$ cat config.mk
export PLATFORM = sky130hd
export DESIGN_NAME = status_led_pattern_controller_flat
export DESIGN_NICKNAME = d
export VERILOG_FILES = /design/src/design/slpc_pkg.sv /design/src/design/slpc_item_if.sv /design/src/design/slpc_result_if.sv /design/src/design/slpc_cfg_if.sv /design/src/design/slpc_ctrl.sv /design/src/design/slpc_datapath.sv /design/src/design/status_led_pattern_controller.sv /design/src/flat_wrapper.sv
export SDC_FILE = /design/constraint.sdc
export NUM_CORES = 1
export LEC_CHECK = 0
export ABC_AREA = 1
export BUFFER_PORTS_ARGS = -buffer_cell sky130_fd_sc_hd__buf_4
export CORE_MARGIN = 1
export CORE_UTILIZATION = 55
export DETAILED_ROUTE_END_ITERATION = 10
export GPL_TIMING_DRIVEN = 0
export PLACE_DENSITY = 0.73
export SYNTH_ARGS = -nofsm -noshare
export SYNTH_HDL_FRONTEND = slang
export SYNTH_SLANG_ARGS = --single-unit
$ cat constraint.sdc
create_clock -name clk -period 4.4 [get_ports clk]
set_input_delay 0.44 -clock clk [delete_from_list [all_inputs] [get_ports clk]]
set_output_delay 0.44 -clock clk [all_outputs]
set_load 0.02 [all_outputs]
$ cat src/design/slpc_pkg.sv
//------------------------------------------------------------------------------
// slpc_pkg
// Shared types, codes and pattern tables of the status LED pattern controller.
//------------------------------------------------------------------------------
`default_nettype none

package slpc_pkg;

	localparam int NUM_LEDS_DEF = 8;
	localparam int MAX_STRIP    = 8;

	localparam logic [1:0] KIND_TICK         = 2'd0;
	localparam logic [1:0] KIND_PATTERN      = 2'd1;
	localparam logic [1:0] KIND_STATUS_FLASH = 2'd2;
	localparam logic [1:0] KIND_STRIP_FLASH  = 2'd3;

	localparam logic [1:0] PAT_WIFI   = 2'd0;
	localparam logic [1:0] PAT_ESPNOW = 2'd1;
	localparam logic [1:0] PAT_RAPID  = 2'd2;
	localparam logic [1:0] PAT_OTA    = 2'd3;

	localparam logic [1:0] REG_BUILTIN_FLASH_MS = 2'd0;
	localparam logic [1:0] REG_MODE_ON_MS       = 2'd1;
	localparam logic [1:0] REG_MODE_OFF_MS      = 2'd2;

	localparam logic [15:0] BUILTIN_FLASH_RST = 16'd60;
	localparam logic [15:0] MODE_ON_RST       = 16'd200;
	localparam logic [15:0] MODE_OFF_RST      = 16'd3000;

	typedef struct packed {
		logic [1:0]  kind;
		logic [1:0]  pattern;
		logic [7:0]  led_index;
		logic [7:0]  red;
		logic [7:0]  green;
		logic [7:0]  blue;
		logic [15:0] duration;
	} slpc_item_t;

	typedef struct packed {
		logic       led_level;
		logic       write_valid;
		logic [2:0] strip_index;
		logic [7:0] out_red;
		logic [7:0] out_green;
		logic [7:0] out_blue;
		logic       last;
	} slpc_result_t;

	typedef struct packed {
		logic [7:0] red;
		logic [7:0] green;
		logic [7:0] blue;
	} slpc_rgb_t;

	typedef struct packed {
		logic exec;
		logic load;
	} slpc_cmd_t;

	typedef struct packed {
		logic out_free;
		logic last_pick;
	} slpc_sts_t;

	typedef enum logic {
		ST_IDLE,
		ST_EMIT
	} slpc_state_t;

	function automatic logic [15:0] step_len(input logic [1:0] p, input logic [1:0] s);
		logic [15:0] len;
		unique case (p)
			PAT_WIFI: begin
				unique case (s)
					2'd0: len = 16'd80;
					2'd1: len = 16'd150;
					2'd2: len = 16'd80;
					default: len = 16'd1690;
				endcase
			end
			PAT_ESPNOW: len = s[0] ? 16'd1920 : 16'd80;
			PAT_RAPID: len = 16'd100;
			default: len = 16'd50;
		endcase
		return len;
	endfunction

	function automatic slpc_rgb_t mode_rgb(input logic set, input logic [1:0] p);
		slpc_rgb_t c;
		if (!set) begin
			c = '{red: 8'd100, green: 8'd0, blue: 8'd0};
		end else begin
			unique case (p)
				PAT_WIFI: c = '{red: 8'd0, green: 8'd0, blue: 8'd200};
				PAT_ESPNOW: c = '{red: 8'd0, green: 8'd200, blue: 8'd0};
				PAT_RAPID: c = '{red: 8'd200, green: 8'd0, blue: 8'd0};
				default: c = '{red: 8'd200, green: 8'd180, blue: 8'd0};
			endcase
		end
		return c;
	endfunction

endpackage

`default_nettype wire

$ cat src/design/slpc_item_if.sv
//------------------------------------------------------------------------------
// slpc_item_if
// Input item channel: valid/ready handshake with the item payload.
//------------------------------------------------------------------------------
`default_nettype none

interface slpc_item_if;
	logic                   valid;
	logic                   ready;
	slpc_pkg::slpc_item_t   data;

	modport source (output valid, output data, input ready);
	modport sink (input valid, input data, output ready);
endinterface

`default_nettype wire

$ cat src/design/slpc_result_if.sv
//------------------------------------------------------------------------------
// slpc_result_if
// Result channel: valid/ready handshake with the result payload.
//------------------------------------------------------------------------------
`default_nettype none

interface slpc_result_if;
	logic                   valid;
	logic                   ready;
	slpc_pkg::slpc_result_t data;

	modport source (output valid, output data, input ready);
	modport sink (input valid, input data, output ready);
endinterface

`default_nettype wire

$ cat src/design/slpc_cfg_if.sv
//------------------------------------------------------------------------------
// slpc_cfg_if
// Configuration write channel: register index and write data.
//------------------------------------------------------------------------------
`default_nettype none

interface slpc_cfg_if;
	logic        valid;
	logic        ready;
	logic [1:0]  index;
	logic [15:0] data;

	modport source (output valid, output index, output data, input ready);
	modport sink (input valid, input index, input data, output ready);
endinterface

`default_nettype wire

$ cat src/design/slpc_ctrl.sv
//------------------------------------------------------------------------------
// slpc_ctrl
// Controller: accepts one item, then sequences its results into the output
// register.
//------------------------------------------------------------------------------
`default_nettype none

module slpc_ctrl (
	input  wire logic                clk,
	input  wire logic                arst_n,
	input  wire logic                in_valid,
	output logic                     in_ready,
	input  wire slpc_pkg::slpc_sts_t sts,
	output slpc_pkg::slpc_cmd_t      cmd
);

	slpc_pkg::slpc_state_t state_q;
	slpc_pkg::slpc_state_t state_nxt;

	always_ff @(posedge clk or negedge arst_n) begin
		if (!arst_n) begin
			state_q <= slpc_pkg::ST_IDLE;
		end else begin
			state_q <= state_nxt;
		end
	end

	always_comb begin
		state_nxt = state_q;
		unique case (state_q)
			slpc_pkg::ST_IDLE: begin
				if (in_valid) state_nxt = slpc_pkg::ST_EMIT;
			end
			slpc_pkg::ST_EMIT: begin
				if (sts.out_free && sts.last_pick) state_nxt = slpc_pkg::ST_IDLE;
			end
			default: state_nxt = slpc_pkg::ST_IDLE;
		endcase
	end

	always_comb begin
		in_ready = 1'b0;
		cmd      = '0;
		unique case (state_q)
			slpc_pkg::ST_IDLE: begin
				in_ready = 1'b1;
				cmd.exec = in_valid;
			end
			slpc_pkg::ST_EMIT: begin
				cmd.load = sts.out_free;
			end
			default: begin
				in_ready = 1'b0;
			end
		endcase
	end

endmodule

`default_nettype wire

$ cat src/design/slpc_datapath.sv
//------------------------------------------------------------------------------
// slpc_datapath
// Status LED, mode flash and strip flash state, result selection and output
// register.
//------------------------------------------------------------------------------
`default_nettype none

module slpc_datapath #(
	parameter int NUM_LEDS = slpc_pkg::NUM_LEDS_DEF
) (
	input  wire logic                   clk,
	input  wire logic                   arst_n,
	input  wire slpc_pkg::slpc_item_t   item,
	input  wire logic                   cfg_we,
	input  wire logic [1:0]             cfg_index,
	input  wire logic [15:0]            cfg_data,
	input  wire slpc_pkg::slpc_cmd_t    cmd,
	output slpc_pkg::slpc_sts_t         sts,
	output logic                        out_valid,
	output slpc_pkg::slpc_result_t      out_data,
	input  wire logic                   out_ready
);

	localparam int StripCount = (NUM_LEDS < slpc_pkg::MAX_STRIP) ? NUM_LEDS : slpc_pkg::MAX_STRIP;
	localparam int MaskW      = StripCount + 1;

	logic [15:0] cfg_flash_q, cfg_on_q, cfg_off_q;

	logic        set_q, lvl_q, sflash_q, phase_q;
	logic [1:0]  pat_q, step_q;
	logic [15:0] sel_q, sleft_q, mel_q;
	logic        fa_q [StripCount];
	logic [15:0] fl_q [StripCount];
	logic [MaskW-1:0] pend_q;
	logic        hd_rest_q;
	logic [2:0]  hd_idx_q;
	slpc_pkg::slpc_rgb_t hd_rgb_q;
	logic        out_valid_q;
	slpc_pkg::slpc_result_t out_data_q;

	logic        set_n, lvl_n, sflash_n, phase_n;
	logic [1:0]  pat_n, step_n;
	logic [15:0] sel_n, sleft_n, mel_n;
	logic        fa_n [StripCount];
	logic [15:0] fl_n [StripCount];
	logic [MaskW-1:0] pend_n;
	logic        hd_rest_n;

	logic [15:0] left_dec, el_inc, me_inc, cur_len, mode_thr;
	logic [1:0]  cur_s, nxt_s;
	logic        idx_ok;

	// Tick and item update
	always_comb begin
		set_n     = set_q;
		lvl_n     = lvl_q;
		sflash_n  = sflash_q;
		phase_n   = phase_q;
		pat_n     = pat_q;
		step_n    = step_q;
		sel_n     = sel_q;
		sleft_n   = sleft_q;
		mel_n     = mel_q;
		pend_n    = '0;
		hd_rest_n = 1'b1;
		for (int i = 0; i < StripCount; i++) begin
			fa_n[i] = fa_q[i];
			fl_n[i] = fl_q[i];
		end

		left_dec = (sleft_q == 16'd0) ? 16'd0 : sleft_q - 16'd1;
		el_inc   = (sel_q == 16'hFFFF) ? sel_q : sel_q + 16'd1;
		me_inc   = (mel_q == 16'hFFFF) ? mel_q : mel_q + 16'd1;
		cur_s    = (pat_q == slpc_pkg::PAT_WIFI) ? step_q : {1'b0, step_q[0]};
		nxt_s    = (pat_q == slpc_pkg::PAT_WIFI) ? cur_s + 2'd1 : {1'b0, ~cur_s[0]};
		cur_len  = slpc_pkg::step_len(pat_q, cur_s);
		mode_thr = phase_q ? cfg_on_q : cfg_off_q;
		idx_ok   = item.led_index < 8'(StripCount);

		case (item.kind)
			slpc_pkg::KIND_TICK: begin
				if (sflash_q) begin
					sleft_n = left_dec;
					if (left_dec == 16'd0) begin
						sflash_n = 1'b0;
						sel_n    = 16'd0;
						lvl_n    = ~step_q[0];
					end else begin
						lvl_n = 1'b1;
					end
				end else if (set_q) begin
					if (el_inc >= cur_len) begin
						step_n = nxt_s;
						sel_n  = 16'd0;
						lvl_n  = ~nxt_s[0];
					end else begin
						sel_n = el_inc;
					end
				end
				if (me_inc >= mode_thr) begin
					phase_n   = ~phase_q;
					mel_n     = 16'd0;
					pend_n[0] = ~fa_q[0];
				end else begin
					mel_n = me_inc;
				end
				for (int i = 0; i < StripCount; i++) begin
					if (fa_q[i]) begin
						fl_n[i] = (fl_q[i] == 16'd0) ? 16'd0 : fl_q[i] - 16'd1;
						if (fl_n[i] == 16'd0) begin
							fa_n[i]     = 1'b0;
							pend_n[i+1] = 1'b1;
						end
					end
				end
			end
			slpc_pkg::KIND_PATTERN: begin
				if (!(set_q && pat_q == item.pattern && !sflash_q)) begin
					set_n     = 1'b1;
					pat_n     = item.pattern;
					step_n    = 2'd0;
					sel_n     = 16'd0;
					lvl_n     = 1'b1;
					phase_n   = 1'b1;
					mel_n     = 16'd0;
					pend_n[0] = ~fa_q[0];
				end
			end
			slpc_pkg::KIND_STATUS_FLASH: begin
				sleft_n  = cfg_flash_q;
				sflash_n = 1'b1;
				lvl_n    = 1'b1;
			end
			default: begin
				if (idx_ok) begin
					hd_rest_n = 1'b0;
					pend_n[0] = 1'b1;
					for (int i = 0; i < StripCount; i++) begin
						if (item.led_index == 8'(i)) begin
							fa_n[i] = 1'b1;
							fl_n[i] = item.duration;
						end
					end
				end
			end
		endcase
	end

	always_ff @(posedge clk or negedge arst_n) begin
		if (!arst_n) begin
			cfg_flash_q <= slpc_pkg::BUILTIN_FLASH_RST;
			cfg_on_q    <= slpc_pkg::MODE_ON_RST;
			cfg_off_q   <= slpc_pkg::MODE_OFF_RST;
		end else if (cfg_we) begin
			unique case (cfg_index)
				slpc_pkg::REG_BUILTIN_FLASH_MS: cfg_flash_q <= cfg_data;
				slpc_pkg::REG_MODE_ON_MS: cfg_on_q <= cfg_data;
				slpc_pkg::REG_MODE_OFF_MS: cfg_off_q <= cfg_data;
				default: begin
				end
			endcase
		end
	end

	always_ff @(posedge clk or negedge arst_n) begin
		if (!arst_n) begin
			set_q    <= 1'b0;
			lvl_q    <= 1'b0;
			sflash_q <= 1'b0;
			phase_q  <= 1'b0;
			pat_q    <= 2'd0;
			step_q   <= 2'd0;
			sel_q    <= 16'd0;
			sleft_q  <= 16'd0;
			mel_q    <= 16'd0;
			for (int i = 0; i < StripCount; i++) begin
				fa_q[i] <= 1'b0;
				fl_q[i] <= 16'd0;
			end
		end else if (cmd.exec) begin
			set_q    <= set_n;
			lvl_q    <= lvl_n;
			sflash_q <= sflash_n;
			phase_q  <= phase_n;
			pat_q    <= pat_n;
			step_q   <= step_n;
			sel_q    <= sel_n;
			sleft_q  <= sleft_n;
			mel_q    <= mel_n;
			for (int i = 0; i < StripCount; i++) begin
				fa_q[i] <= fa_n[i];
				fl_q[i] <= fl_n[i];
			end
		end
	end

	// Result selection: head write first, then expiries in index order
	logic [MaskW-1:0] pick, rest;
	slpc_pkg::slpc_rgb_t restore_rgb;
	slpc_pkg::slpc_result_t res;

	always_comb begin
		pick = pend_q & (~pend_q + MaskW'(1));
		rest = pend_q & ~pick;
		restore_rgb = phase_q ? slpc_pkg::mode_rgb(set_q, pat_q) : '0;
		res = '0;
		res.led_level = lvl_q;
		res.last      = (rest == '0);
		if (pick[0]) begin
			res.write_valid = 1'b1;
			res.strip_index = hd_rest_q ? 3'd0 : hd_idx_q;
			res.out_red     = hd_rest_q ? restore_rgb.red : hd_rgb_q.red;
			res.out_green   = hd_rest_q ? restore_rgb.green : hd_rgb_q.green;
			res.out_blue    = hd_rest_q ? restore_rgb.blue : hd_rgb_q.blue;
		end
		for (int j = 1; j < MaskW; j++) begin
			if (pick[j]) begin
				res.write_valid = 1'b1;
				res.strip_index = 3'(j - 1);
				if (j == 1) begin
					res.out_red   = restore_rgb.red;
					res.out_green = restore_rgb.green;
					res.out_blue  = restore_rgb.blue;
				end
			end
		end
	end

	always_ff @(posedge clk or negedge arst_n) begin
		if (!arst_n) begin
			pend_q      <= '0;
			out_valid_q <= 1'b0;
		end else if (cmd.exec) begin
			pend_q <= pend_n;
			if (out_ready) out_valid_q <= 1'b0;
		end else if (cmd.load) begin
			pend_q      <= rest;
			out_valid_q <= 1'b1;
		end else if (out_ready) begin
			out_valid_q <= 1'b0;
		end
	end

	always_ff @(posedge clk) begin
		if (cmd.exec) begin
			hd_rest_q <= hd_rest_n;
			hd_idx_q  <= item.led_index[2:0];
			hd_rgb_q  <= '{red: item.red, green: item.green, blue: item.blue};
		end
		if (cmd.load) out_data_q <= res;
	end

	assign sts.out_free  = !out_valid_q || out_ready;
	assign sts.last_pick = res.last;
	assign out_valid     = out_valid_q;
	assign out_data      = out_data_q;

endmodule

`default_nettype wire

$ cat src/design/status_led_pattern_controller.sv
//------------------------------------------------------------------------------
// status_led_pattern_controller
// Status LED pattern walker with mode flash on strip LED 0 and one-shot strip
// flashes, driven by millisecond tick items.
//
//   channel     dir  handshake      payload
//   item_in     in   valid/ready    kind, pattern, led_index, red, green,
//                                   blue, duration
//   result_out  out  valid/ready    led_level, write_valid, strip_index,
//                                   out_red, out_green, out_blue, last
//   cfg         in   valid/ready    index (0..2), data (16 bits)
//
// An item is taken when the block is idle; its results then leave one a cycle
// while result_out is not stalled, one to StripCount + 1 results per item.
// The single output register drains the result list.
// Every strip counter is updated in the accept cycle.
// Reset loads defaults, clears state except head/out data; no clearing pass.
// A stall on result_out holds the output register and the result list.
// cfg is always ready.
//------------------------------------------------------------------------------
`default_nettype none

module status_led_pattern_controller #(
	parameter int NUM_LEDS = slpc_pkg::NUM_LEDS_DEF
) (
	input  wire logic     clk,
	input  wire logic     arst_n,
	slpc_item_if.sink     item_in,
	slpc_result_if.source result_out,
	slpc_cfg_if.sink      cfg
);

	localparam int StripCount = (NUM_LEDS < slpc_pkg::MAX_STRIP) ? NUM_LEDS : slpc_pkg::MAX_STRIP;

	slpc_pkg::slpc_cmd_t cmd;
	slpc_pkg::slpc_sts_t sts;
	logic                in_ready;

	assign cfg.ready     = 1'b1;
	assign item_in.ready = in_ready;

	slpc_ctrl u_ctrl (
		.clk      (clk),
		.arst_n   (arst_n),
		.in_valid (item_in.valid),
		.in_ready (in_ready),
		.sts      (sts),
		.cmd      (cmd)
	);

	slpc_datapath #(
		.NUM_LEDS (NUM_LEDS)
	) u_datapath (
		.clk       (clk),
		.arst_n    (arst_n),
		.item      (item_in.data),
		.cfg_we    (cfg.valid),
		.cfg_index (cfg.index),
		.cfg_data  (cfg.data),
		.cmd       (cmd),
		.sts       (sts),
		.out_valid (result_out.valid),
		.out_data  (result_out.data),
		.out_ready (result_out.ready)
	);

	a_one_item: assert property (@(posedge clk) disable iff (!arst_n)
		item_in.valid && item_in.ready |=> !item_in.ready)
		else $error("item accepted while previous item still in work");

	a_nowrite_clean: assert property (@(posedge clk) disable iff (!arst_n)
		result_out.valid && !result_out.data.write_valid |->
		result_out.data.last && result_out.data.strip_index == 3'd0 &&
		result_out.data.out_red == 8'd0 && result_out.data.out_green == 8'd0 &&
		result_out.data.out_blue == 8'd0)
		else $error("result without write carries payload or is not last");

	a_index_range: assert property (@(posedge clk) disable iff (!arst_n)
		result_out.valid && result_out.data.write_valid |->
		32'(result_out.data.strip_index) < StripCount)
		else $error("strip write beyond strip length");

	a_level_steady: assert property (@(posedge clk) disable iff (!arst_n)
		result_out.valid && result_out.ready && !result_out.data.last |=>
		result_out.valid && $stable(result_out.data.led_level))
		else $error("led level changed within one item");

endmodule

`default_nettype wire
$ cat src/flat_wrapper.sv
// flat-port wrapper written by rule: the top's interface ports become plain ports
module status_led_pattern_controller_flat 
#(
	parameter int NUM_LEDS = slpc_pkg::NUM_LEDS_DEF
)
  (clk, arst_n, item_in_valid, item_in_data, item_in_ready, result_out_valid, result_out_data, result_out_ready, cfg_valid, cfg_index, cfg_data, cfg_ready);
  slpc_item_if item_in_i ();
  slpc_result_if result_out_i ();
  slpc_cfg_if cfg_i ();
  input  wire logic clk;
  input  wire logic arst_n;
  input wire logic [$bits(item_in_i.valid)-1:0] item_in_valid;
  input wire logic [$bits(item_in_i.data)-1:0] item_in_data;
  output wire logic [$bits(item_in_i.ready)-1:0] item_in_ready;
  output wire logic [$bits(result_out_i.valid)-1:0] result_out_valid;
  output wire logic [$bits(result_out_i.data)-1:0] result_out_data;
  input wire logic [$bits(result_out_i.ready)-1:0] result_out_ready;
  input wire logic [$bits(cfg_i.valid)-1:0] cfg_valid;
  input wire logic [$bits(cfg_i.index)-1:0] cfg_index;
  input wire logic [$bits(cfg_i.data)-1:0] cfg_data;
  output wire logic [$bits(cfg_i.ready)-1:0] cfg_ready;
  assign item_in_i.valid = item_in_valid;
  assign item_in_i.data = item_in_data;
  assign item_in_ready = item_in_i.ready;
  assign result_out_valid = result_out_i.valid;
  assign result_out_data = result_out_i.data;
  assign result_out_i.ready = result_out_ready;
  assign cfg_i.valid = cfg_valid;
  assign cfg_i.index = cfg_index;
  assign cfg_i.data = cfg_data;
  assign cfg_ready = cfg_i.ready;
  status_led_pattern_controller #(.NUM_LEDS(NUM_LEDS)) u_core (.clk(clk), .arst_n(arst_n), .item_in(item_in_i), .result_out(result_out_i), .cfg(cfg_i));
endmodule
**After elaboration in Yosys (flattened, before gate mapping)**

Cells that the tools add are included.

- Muxes and demuxes: 135
- $add $sub $neg: 13
- Equal/unequal tests: 35
- Bitwise gates (word level): 12
- Magnitude comparators: 3
- Reductions and logical operators: 76

Operators by type and width:

| kind | count |
|---|---|
| 2-to-1 mux 16 bit | 35 |
| zero test 16 bit | 18 |
| one-hot mux 128 bit (2 select lines) | 1 |
| subtractor 16 x 1 -> 16 bit (second input constant) | 9 |
| 2-to-1 mux 128 bit | 1 |
| one-hot mux 16 bit (2 select lines) | 3 |
| one-hot mux 24 bit (3 select lines) | 1 |
| 2-to-1 mux 1 bit | 61 |
| AND reduction 5 bit | 10 |
| 2-to-1 mux 24 bit | 2 |
| one-hot mux 16 bit (3 select lines) | 1 |
| 2-to-1 mux 8 bit | 5 |
| AND reduction 4 bit | 9 |
| adder 16 x 1 -> 16 bit (second input constant) | 2 |
| == test 16 bit (second input constant) | 2 |
| == test 8 x 3 -> 1 bit (second input constant) | 4 |
| greater-or-equal comparator 16 bit | 2 |
| 2-to-1 mux 28 bit | 1 |
| != test 2 bit (second input constant) | 14 |
| 2-to-1 mux 27 bit | 1 |
| nonzero test 2 bit | 12 |
| one-hot mux 11 bit (2 select lines) | 1 |
| bitwise AND 9 bit | 2 |
| 2-to-1 mux 9 bit | 2 |
| other kinds (32) | 75 |

- Output and inout port bits: 33
- Register bits after elaboration: 309
- Input port bits: 75
- Logic and storage cells: 319

**Longest topological paths before layout**

Gate-level depths: netlist of run 1.

- Depth after elaboration: 13
- Gate-level depth with buffers: 21
- Depth with buffers taken out: 21

**Modules after synthesis**

From an unflattened synthesis of run 1, not the netlist that was laid out.

- Cells, all modules: 2641
- Area, all modules: 18924.4 µm²

By module, submodules not included:

| module | sequential area each (µm²) | area an instance (µm²) | instances | cells each |
|---|---|---|---|---|
| slpc_datapath | 8015.2 | 18855.6 | 1 | 2630 |
| slpc_ctrl | 25.0 | 57.6 | 1 | 9 |
| status_led_pattern_controller | 0.0 | 11.3 | 1 | 2 |

**Worst setup path after synthesis of run 1**

Ideal clock, no wire load.

- Path kind: register to register
- Start point: register u_core.u_datapath.mel_q[0]
- End point: register u_core.u_datapath.mel_q[11]
- Stages on the path, launching flop included: 20
- Buffers on the path: 2
- Clock period less this slack: 2.839 ns
- Arrival time: 2.757 ns
- Setup slack: 1.561 ns
- Setup time: 0.083 ns
- Data required time: 4.317 ns
- Cell sequence: dfrtp_1 > ha_1 > inv_1 > nor2_1 > nand2_1 > nor2_1 > nand4_1 > buf_2 > o21ai_0 > ha_1 > a21oi_1 > o21ai_0 > nand2_1 > o211ai_1 > nand2_1 > nand3_1 > inv_1 > buf_1 > nand3_1 > o21ai_0

- Word-level cells in the longest chain between the ends: 5
- Elaborated cells between the ends (all ways): 6
- Classes of those cells: 1 x add/sub; 1 x order compare; 1 x eq/ne; 3 x mux

RTL lines:

| item | RTL line | RTL |
|---|---|---|
| from (decl) | slpc_datapath.sv:31 | `logic [15:0] sel_q, sleft_q, mel_q;` |
| from (signal assigned) | slpc_datapath.sv:189 | `mel_q <= mel_n;` |
| adder 16 x 1 -> 16 bit / == test 16 bit (equally long branches) | slpc_datapath.sv:73 | `me_inc = (mel_q == 16'hFFFF) ? mel_q : mel_q + 16'd1;` |
| 2-to-1 mux 16 bit (*) | slpc_datapath.sv:73 |  |
| greater-or-equal comparator 16 bit | slpc_datapath.sv:100 | `if (me_inc >= mode_thr) begin` |
| 2-to-1 mux 16 bit (*) | slpc_datapath.sv:100 |  |
| one-hot mux 16 bit (2 select lines) (*) | slpc_datapath.sv:80 | `case (item.kind)` |

Every way passes the cells marked *; elsewhere a longest branch is shown, timed or not.
A chain may end at the register's enable or synchronous reset.

**Final worst setup path of run 1**

- Start point: register u_core.u_datapath.mel_q[0]
- End point: register u_core.u_datapath.mel_q[6]

The elaborated chain is that of the path after synthesis.

==> results of run 1 <==
## kinds of logic (layout without fill, tap and decap cells)
group | Yosys count | in the layout | share of synthesized area, %
xor gates and xnor gates | 53 | 53 | 2.41
muxes | 16 | 16 | 0.830
AOI/OAI and AO/OA | 452 | 452 | 12.6
other | 1 | 2 | 0.0194
adders and majority gates | 44 | 44 | 2.85
and+or+nand+nor | 1404 | 1404 | 30.9
buffers and inverters | 406 | 583 | 8.65
DFF | 309 | 309 | 41.7
## registers in the layout (all words and copies together), names as in the netlist, 2 cells and up
| register | flops |
|---|---|
| u_core.u_datapath.hd_rgb_q | 24 |
| u_core.u_datapath.fl_q | 128 |
| u_core.u_datapath.cfg_off_q | 16 |
| u_core.u_datapath.fa_q | 8 |
| u_core.u_datapath.pend_q | 9 |
| u_core.u_datapath.out_data | 30 |
| u_core.u_datapath.cfg_on_q | 16 |
| u_core.u_datapath.pat_q | 2 |
| u_core.u_datapath.hd_idx_q | 3 |
| u_core.u_datapath.step_q | 2 |
| u_core.u_datapath.sel_q | 16 |
| u_core.u_datapath.sleft_q | 16 |
| u_core.u_datapath.mel_q | 16 |
| u_core.u_datapath.cfg_flash_q | 16 |
## placed cells by master, fill, tap and decap left out, types with 8 or more instances in the layout
| cell | synthesis | routed |
|---|---|---|
| ha_1 | 44 | 44 |
| nor3_1 | 22 | 22 |
| nor2_4 | 8 | 8 |
| a21oi_1 | 50 | 50 |
| nand3_1 | 247 | 247 |
| nand4_1 | 39 | 39 |
| clkinv_2 | 3 | 12 |
| buf_4 | 15 | 120 |
| xor2_1 | 50 | 50 |
| inv_1 | 315 | 315 |
| nand2_1 | 696 | 696 |
| dfrtp_1 | 237 | 237 |
| edfxtp_1 | 58 | 58 |
| dfstp_2 | 14 | 14 |
| clkbuf_1 | 28 | 32 |
| buf_2 | 21 | 21 |
| a22oi_1 | 18 | 18 |
| nand2_2 | 9 | 9 |
| nand3b_1 | 8 | 8 |
| mux2i_1 | 16 | 16 |
| nor2_2 | 19 | 19 |
| o211ai_1 | 9 | 9 |
| o21ai_1 | 27 | 27 |
| clkbuf_16 | 0 | 39 |
| o21ai_0 | 315 | 315 |
| nor2_1 | 335 | 335 |
## stage by stage
step	worst slack, ns	util, %	power (mW)	hold slack (ns)	cell area [µm²]
2_1_floorplan	1.56	-	7.95	0.144	19300
5_1_grt	0.369	63.9	13.6	0.0696	22100
3_5_place_dp	0.762	60.0	9.27	0.420	20700
4_1_cts	0.750	63.9	12.7	0.0670	22100
6_report	0.706	63.9	12.7	0.0817	22100
3_3_place_gp	0.734	59.8	9.09	0.465	20700
## final cells by class
| class | count | area, µm² |
|---|---|---|
| inverter | 329 | 1240 |
| antenna | 1 | 2.50 |
| sequential | 309 | 8040 |
| clock buffer | 50 | 1090 |
| clock inverter | 18 | 250 |
| multi-input combinational | 1970 | 9580 |
| buffer | 77 | 428 |
| tap | 455 | 569 |
| fill | 3213 | 12500 |
| timing repair buffer | 109 | 868 |
## metal layers
metal	vias up	track usage [%]	routed length [µm]	part of all wire [%]
met5	-	0	0	0
met4	0	12.4	2130	3.8
met3	131	4.19	4530	8.1
met2	780	50.0	25200	45
met1	8859	43.8	24400	43
li1	9060	-	-	-
## power breakdown
group          total (mW)  internal [mW]  switching, mW
Combinational        4.52           1.58           2.94
Sequential           4.82           3.96          0.861
Clock                3.35           2.09           1.26
Total                12.7           7.63           5.07
## critical path: stages, from the launching register on
cell and delay, ns:
dfrtp_1 0.41, ha_1 0.21, inv_1 0.06, nor2_1 0.19, nand2_1 0.12, nor2_1 0.20, nand4_1 0.13, buf_2 0.21
o21ai_0 0.32, ha_1 0.31, a21oi_1 0.14, o21ai_0 0.10, nand2_1 0.07, o211ai_1 0.08, nand2_1 0.07, nand3_1 0.14
inv_1 0.23, buf_1 0.40, nand3_1 0.11, o21ai_0 0.10
## final timing paths
kind                       cells past startpoint                               end                             from  slack, ns
max                                           19        u_core.u_datapath.mel_q[6]       u_core.u_datapath.mel_q[0]       0.71
min                                            1    u_core.u_datapath.hd_rgb_q[15]                 item_in_data[31]       0.08
max reg2reg                                   19        u_core.u_datapath.mel_q[6]       u_core.u_datapath.mel_q[0]       0.71
min reg2reg                                    2   u_core.u_datapath.cfg_off_q[13]  u_core.u_datapath.cfg_off_q[13]       0.49
max in group asynchronous                      3  u_core.u_datapath.cfg_flash_q[3]                           arst_n       3.03
min in group asynchronous                      2        u_core.u_datapath.sel_q[2]                           arst_n       0.43
==> metrics.txt, run 1 <==
share of cells above drive strength 1=10.5%; worst vdd ir=0.000367 V; Hold Crit Class=in2reg; DRC=0; wire per inst=17.0 µm; post-cts sizing count=0; CTS tree=built; Crit. End Element=register; Mapped Area=between 15,000 and 20,000 µm²; synth warn=0; setup bufs post-CTS=0; die height=189 µm; initial antenna violation count=2; IO Pins=between 100 and 150; Final period util=between 80% and 90%; #FFs+latches synth=309; clock slew at reported path FFs=0.06 ns; most numerous cell in the Yosys netlist=nand2_1; Crit Path Max Fanout=10; Leak=around 11 nW; outcome=completed; first-pass GRT wire length=~90,000 µm; Die X=between 150 and 200 µm; Total Wirelength=56,300 µm; placed cell count=3,248; Synth area leader=dfrtp_1; EDFF count, synth=58; Distinct cells, synth=between 50 and 60; max-cap viol count=0; Slew HR=~18%; post-synth top area share=30.7%; syn_area_per_cell=7.18 µm²; # hold bufs at CTS=1; area grow syn2layout=14.4%; initial core utilization=55.8%; Synth top cells by count=696 x nand2_1, 335 x nor2_1, 315 x inv_1, 315 x o21ai_0, 247 x nand3_1; sequential-to-total area share from yosys stat=41.7%; RSZ-0062 raised after global routing=false; Power per Cell Area=575 nW/µm²; Peak Freq=~270 MHz; FFs w/ async S/R, synth=81.2%; Clock Skew=0.0111 ns; Layout Nets=2,953; largest net degree at the start of global routing=114; Final Non-Filler Cells=3,318; total core area=about 35,000 µm²; clock sink total=309; die area=between 30,000 and 40,000 µm²; Core Rows=68; gr usage total=31.5%; Setup TNS Final=0 ns; vias per cell=5.68; fin. max-slew vios=0; DR iter-0 viols=1,671; Critical Path RT=4.84 ns; Antenna Nets Post-Route=0; worst-margin pin slew=between 1 and 1.5 ns; ys flop type=dfrtp_1; Synthesized Nets=around 2,800; Syn Inst Count=roughly 2,700; Max clock buf depth=3; Placer Congestion=0.945; Setup Viol. Count Final=0; IO Port Bufs=106; Arr. time, crit path=4.14 ns; top post-synthesis cells by area=dfrtp_1 31%, nand2_1 14%, edfxtp_1 9.0%; Crit Path Class=reg2reg; Root Buffer=clkbuf_16; Max H-tree Level=2; CTS buffer count=38; clk_lat worst skew=about 0.53 ns; post-DP HPWL=40,400 µm; vias in the first global route=17,600; grt total ovfl=0; Startpoint Class=register; fin crit period=between 3 and 4 ns; TritonRoute pass-1 iters=6; Fin. Hold Viols=0; vias=18,800
Note: power is estimated with default switching activity, not from simulation.
==> run 2: changes to the inputs <==
- PLACE_DENSITY: 0.73 -> 0.76
- clock period: 4.4 -> 3.1 ns (I/O delays scaled with it)
==> run 2 against run 1 <==
Compared with the run above:
- worst setup slack lost 0.62 ns
- die area did not move
- power rose by 43%
- global-route usage rose by 0.71 points
- critical path type unchanged
- maximum frequency up 23%
- via count grew 1.3%
- wire length rose by 1.9%
==> metrics.txt, run 2 (synthesized netlist as in run 1, its figures left out) <==
r2r startpoint=u_core.u_datapath.mel_q[2] (was u_core.u_datapath.mel_q[0]); wire per inst=17.1 µm (was 17.0 µm); initial antenna violation count=1 (was 2); ant diodes=0 (was 1); vias in the first global route=17,800 (was 17,600); Leak=10.7 nW (was 10.5 nW); fin. max-slew vios=0 (unchanged); initial core utilization=55.8% (unchanged); TritonRoute pass-1 iters=6 (unchanged); vias=19,100 (was 18,800); worst-margin pin slew=1.29 ns (was 1.22 ns); largest net degree at the start of global routing=116 (was 114); area grow syn2layout=17.2% (was 14.4%); Critical Path RT=3.51 ns (was 4.84 ns); Seq. cell area=8040 µm² (about the same); Final Instance Area=22,600 µm² (was 22,100 µm²); pre-CTS setup slack=-0.466 ns (was 0.762 ns); Antenna Nets Post-Route=0 (unchanged); commonest cells after routing, fill and taps aside=693 x nand2_1, 326 x nor2_1, 313 x inv_1, 308 x o21ai_0, 244 x nand3_1 (was 696 x nand2_1, 335 x nor2_1, 315 x inv_1, 315 x o21ai_0, 247 x nand3_1); min-delay src=cfg_data[8] (was item_in_data[31]); share of cells above drive strength 1=11.9% (was 10.5%); grt total ovfl=0 (unchanged); Slowest-stage cell, CP=dfrtp_1 (unchanged); Crit. End Element=register (unchanged); Fill cells=2,949 (was 3,213); crit-path cells=buf_4 > nand2_1 > nor2_2 > nand2_2 > nor2_2 > nand4_1 > buf_6 > buf_4 > nand3b_1 > nand2_2 > ha_4 > nand2_1 > nor3_2 > nand3_1 > nand3_2 > inv_2 > buf_6 > nand3_1 > o21ai_0 (was ha_1 > inv_1 > nor2_1 > nand2_1 > nor2_1 > nand4_1 > buf_2 > o21ai_0 > ha_1 > a21oi_1 > o21ai_0 > nand2_1 > o211ai_1 > nand2_1 > nand3_1 > inv_1 > buf_1 > nand3_1 > o21ai_0); most common cell after layout, fill and taps aside=nand2_1 (unchanged); Core Rows=68 (unchanged); Slew HR=14.2% (was 18.1%); sequential fraction of design power=37.6% (was 38.0%); Die X=189 µm (unchanged); CTS tree=built (unchanged); post-DP HPWL=40,500 µm (was 40,400 µm); Critical Path Start=u_core.u_datapath.mel_q[2] (was u_core.u_datapath.mel_q[0]); Total Wirelength=57,400 µm (was 56,300 µm); fin crit period=3.01 ns (was 3.69 ns); max FFs per register=128 (unchanged); DR iter-0 viols=1,508 (was 1,671); combinational power share=36.6% (was 35.6%); outcome=completed (unchanged); Crit Path Max Fanout=10 (unchanged); die height=189 µm (unchanged); clock sink total=309 (unchanged); Setup Viol. Count Final=0 (unchanged); die area=35,800 µm² (unchanged); CTS buffer count=37 (was 38); P_sw=7.28 mW (was 5.07 mW); Crit Path Class=reg2reg (unchanged); Clock Skew=0.0185 ns (was 0.0111 ns); Power per Cell Area=805 nW/µm² (was 575 nW/µm²); clk_lat worst skew=0.57 ns (was 0.53 ns); IO Pins=108 (unchanged); vias per cell=5.67 (was 5.68); Hold Crit Class=in2reg (unchanged); worst path bufs/invs=5 (was 4); Reg with most FFs=u_core.u_datapath.fl_q (unchanged); Placer Congestion=0.992 (was 0.945); area of the multi-input gates=9700 µm² (was 9580 µm²); slowest cell delay on critical path=0.40 ns (was 0.41 ns); Int Pwr=10.9 mW (was 7.63 mW); gr usage total=32.2% (was 31.5%); Sw Ratio=40.0% (was 39.9%); Fin. Hold Viols=0 (unchanged); max-cap viol count=0 (unchanged); Top delay family on crit path=simple AND/OR/NAND/NOR gates (unchanged); Max H-tree Level=2 (unchanged); Final period util=97.2% (was 84.0%); Pwr Total=18.2 mW (was 12.7 mW); clock slew at reported path FFs=0.06 ns (about the same); IO Port Bufs=106 (unchanged); placed instance area=20,700 µm² (unchanged); first-pass GRT wire length=91,600 µm (was 90,000 µm); Root Buffer=clkbuf_16 (unchanged); Peak Freq=332 MHz (was 271 MHz); DRC=0 (unchanged); Startpoint Class=register (unchanged); Clock power frac=25.9% (was 26.4%); Max clock buf depth=3 (unchanged); Layout Nets=2,999 (was 2,953); worst vdd ir=0.000552 V (was 0.000367 V); total core area=34,500 µm² (unchanged); Arr. time, crit path=3.43 ns (was 4.14 ns); worst setup margin=0.0882 ns (was 0.706 ns)
[run 2: cell count changes in the layout (fill, tap and decap cells not counted), sizes merged]
cell / before / now
diode: 1 / 0
dlygate4sd3: 1 / 30
buf: 156 / 174
inv: 325 / 324
clkinv: 15 / 16
clkbuf: 79 / 78
[run 2: power by group through the flow]
stage,sequential [mW],clock (mW),combinational [mW]
5_1_grt,7.01,4.94,7.57
4_1_cts,6.80,4.78,6.43
6_report,6.84,4.71,6.65
2_1_floorplan,6.69,0,4.60
3_5_place_dp,6.84,0,6.32
3_3_place_gp,6.80,0,6.09
[run 2: area by class of cell]
class                      instances  share of cell area (%)
inverter                         329                    5.50
sequential                       309                    35.6
buffer                            77                    1.97
tap                              455                    2.52
multi-input combinational       1970                    42.9
timing repair buffer             156                    5.72
clock inverter                    18                    1.08
clock buffer                      49                    4.70
[run 2: routing by layer]
layer	part of all wire (%)	GRT usage, %	vias up
met5	0	0	-
met4	3.3	11.4	0
met3	8.2	5.38	149
met2	46	52.5	822
met1	43	43.3	8966
li1	-	-	9145
[run 2: through the flow]
step / instances / hold slack [ns] / utilization (%) / TNS (ns)
2_1_floorplan: 2685 / 0.0144 / - / 0
3_3_place_gp: 3246 / 0.438 / 59.8 / -110.02
3_5_place_dp: 3248 / 0.189 / 60.0 / -6.02
4_1_cts: 3348 / 0.00443 / 64.7 / 0
5_1_grt: 3363 / 0.0385 / 65.4 / -2.05
6_report: 3363 / 0.0339 / 65.4 / 0
[run 2: what timing repair did]
action	in CTS	in global routing
hold endpoints to repair	56	0
gates resized for setup	10	40
hold buffers	30	0
setup buffers	3	15
endpoints found under the setup margin	34	32
pin swaps	0	18
[run 2: path summary, 6_finish.rpt]
kind                            slack, ns  depth (start not counted)                        endpoint
max in group asynchronous            2.03                          3      u_core.u_datapath.fl_q[45]
worst max-delay path                 0.09                         19      u_core.u_datapath.mel_q[4]
worst min-delay path                 0.03                          3  u_core.u_datapath.cfg_off_q[8]
min in group asynchronous            0.19                          2      u_core.u_datapath.sel_q[3]
worst min register to register       0.45                          0  u_core.u_datapath.out_data[29]
worst max register to register       0.09                         19      u_core.u_datapath.mel_q[4]
[run 2: worst reg2reg max path, delay by kind of cell (launching register included)]
| family | cells | cell delay [ns] |
|---|---|---|
| buf+inv | 5 | 0.68 |
| flops | 1 | 0.40 |
| fa+ha+maj | 1 | 0.28 |
| compound gates | 1 | 0.09 |
| simple gates | 12 | 1.43 |
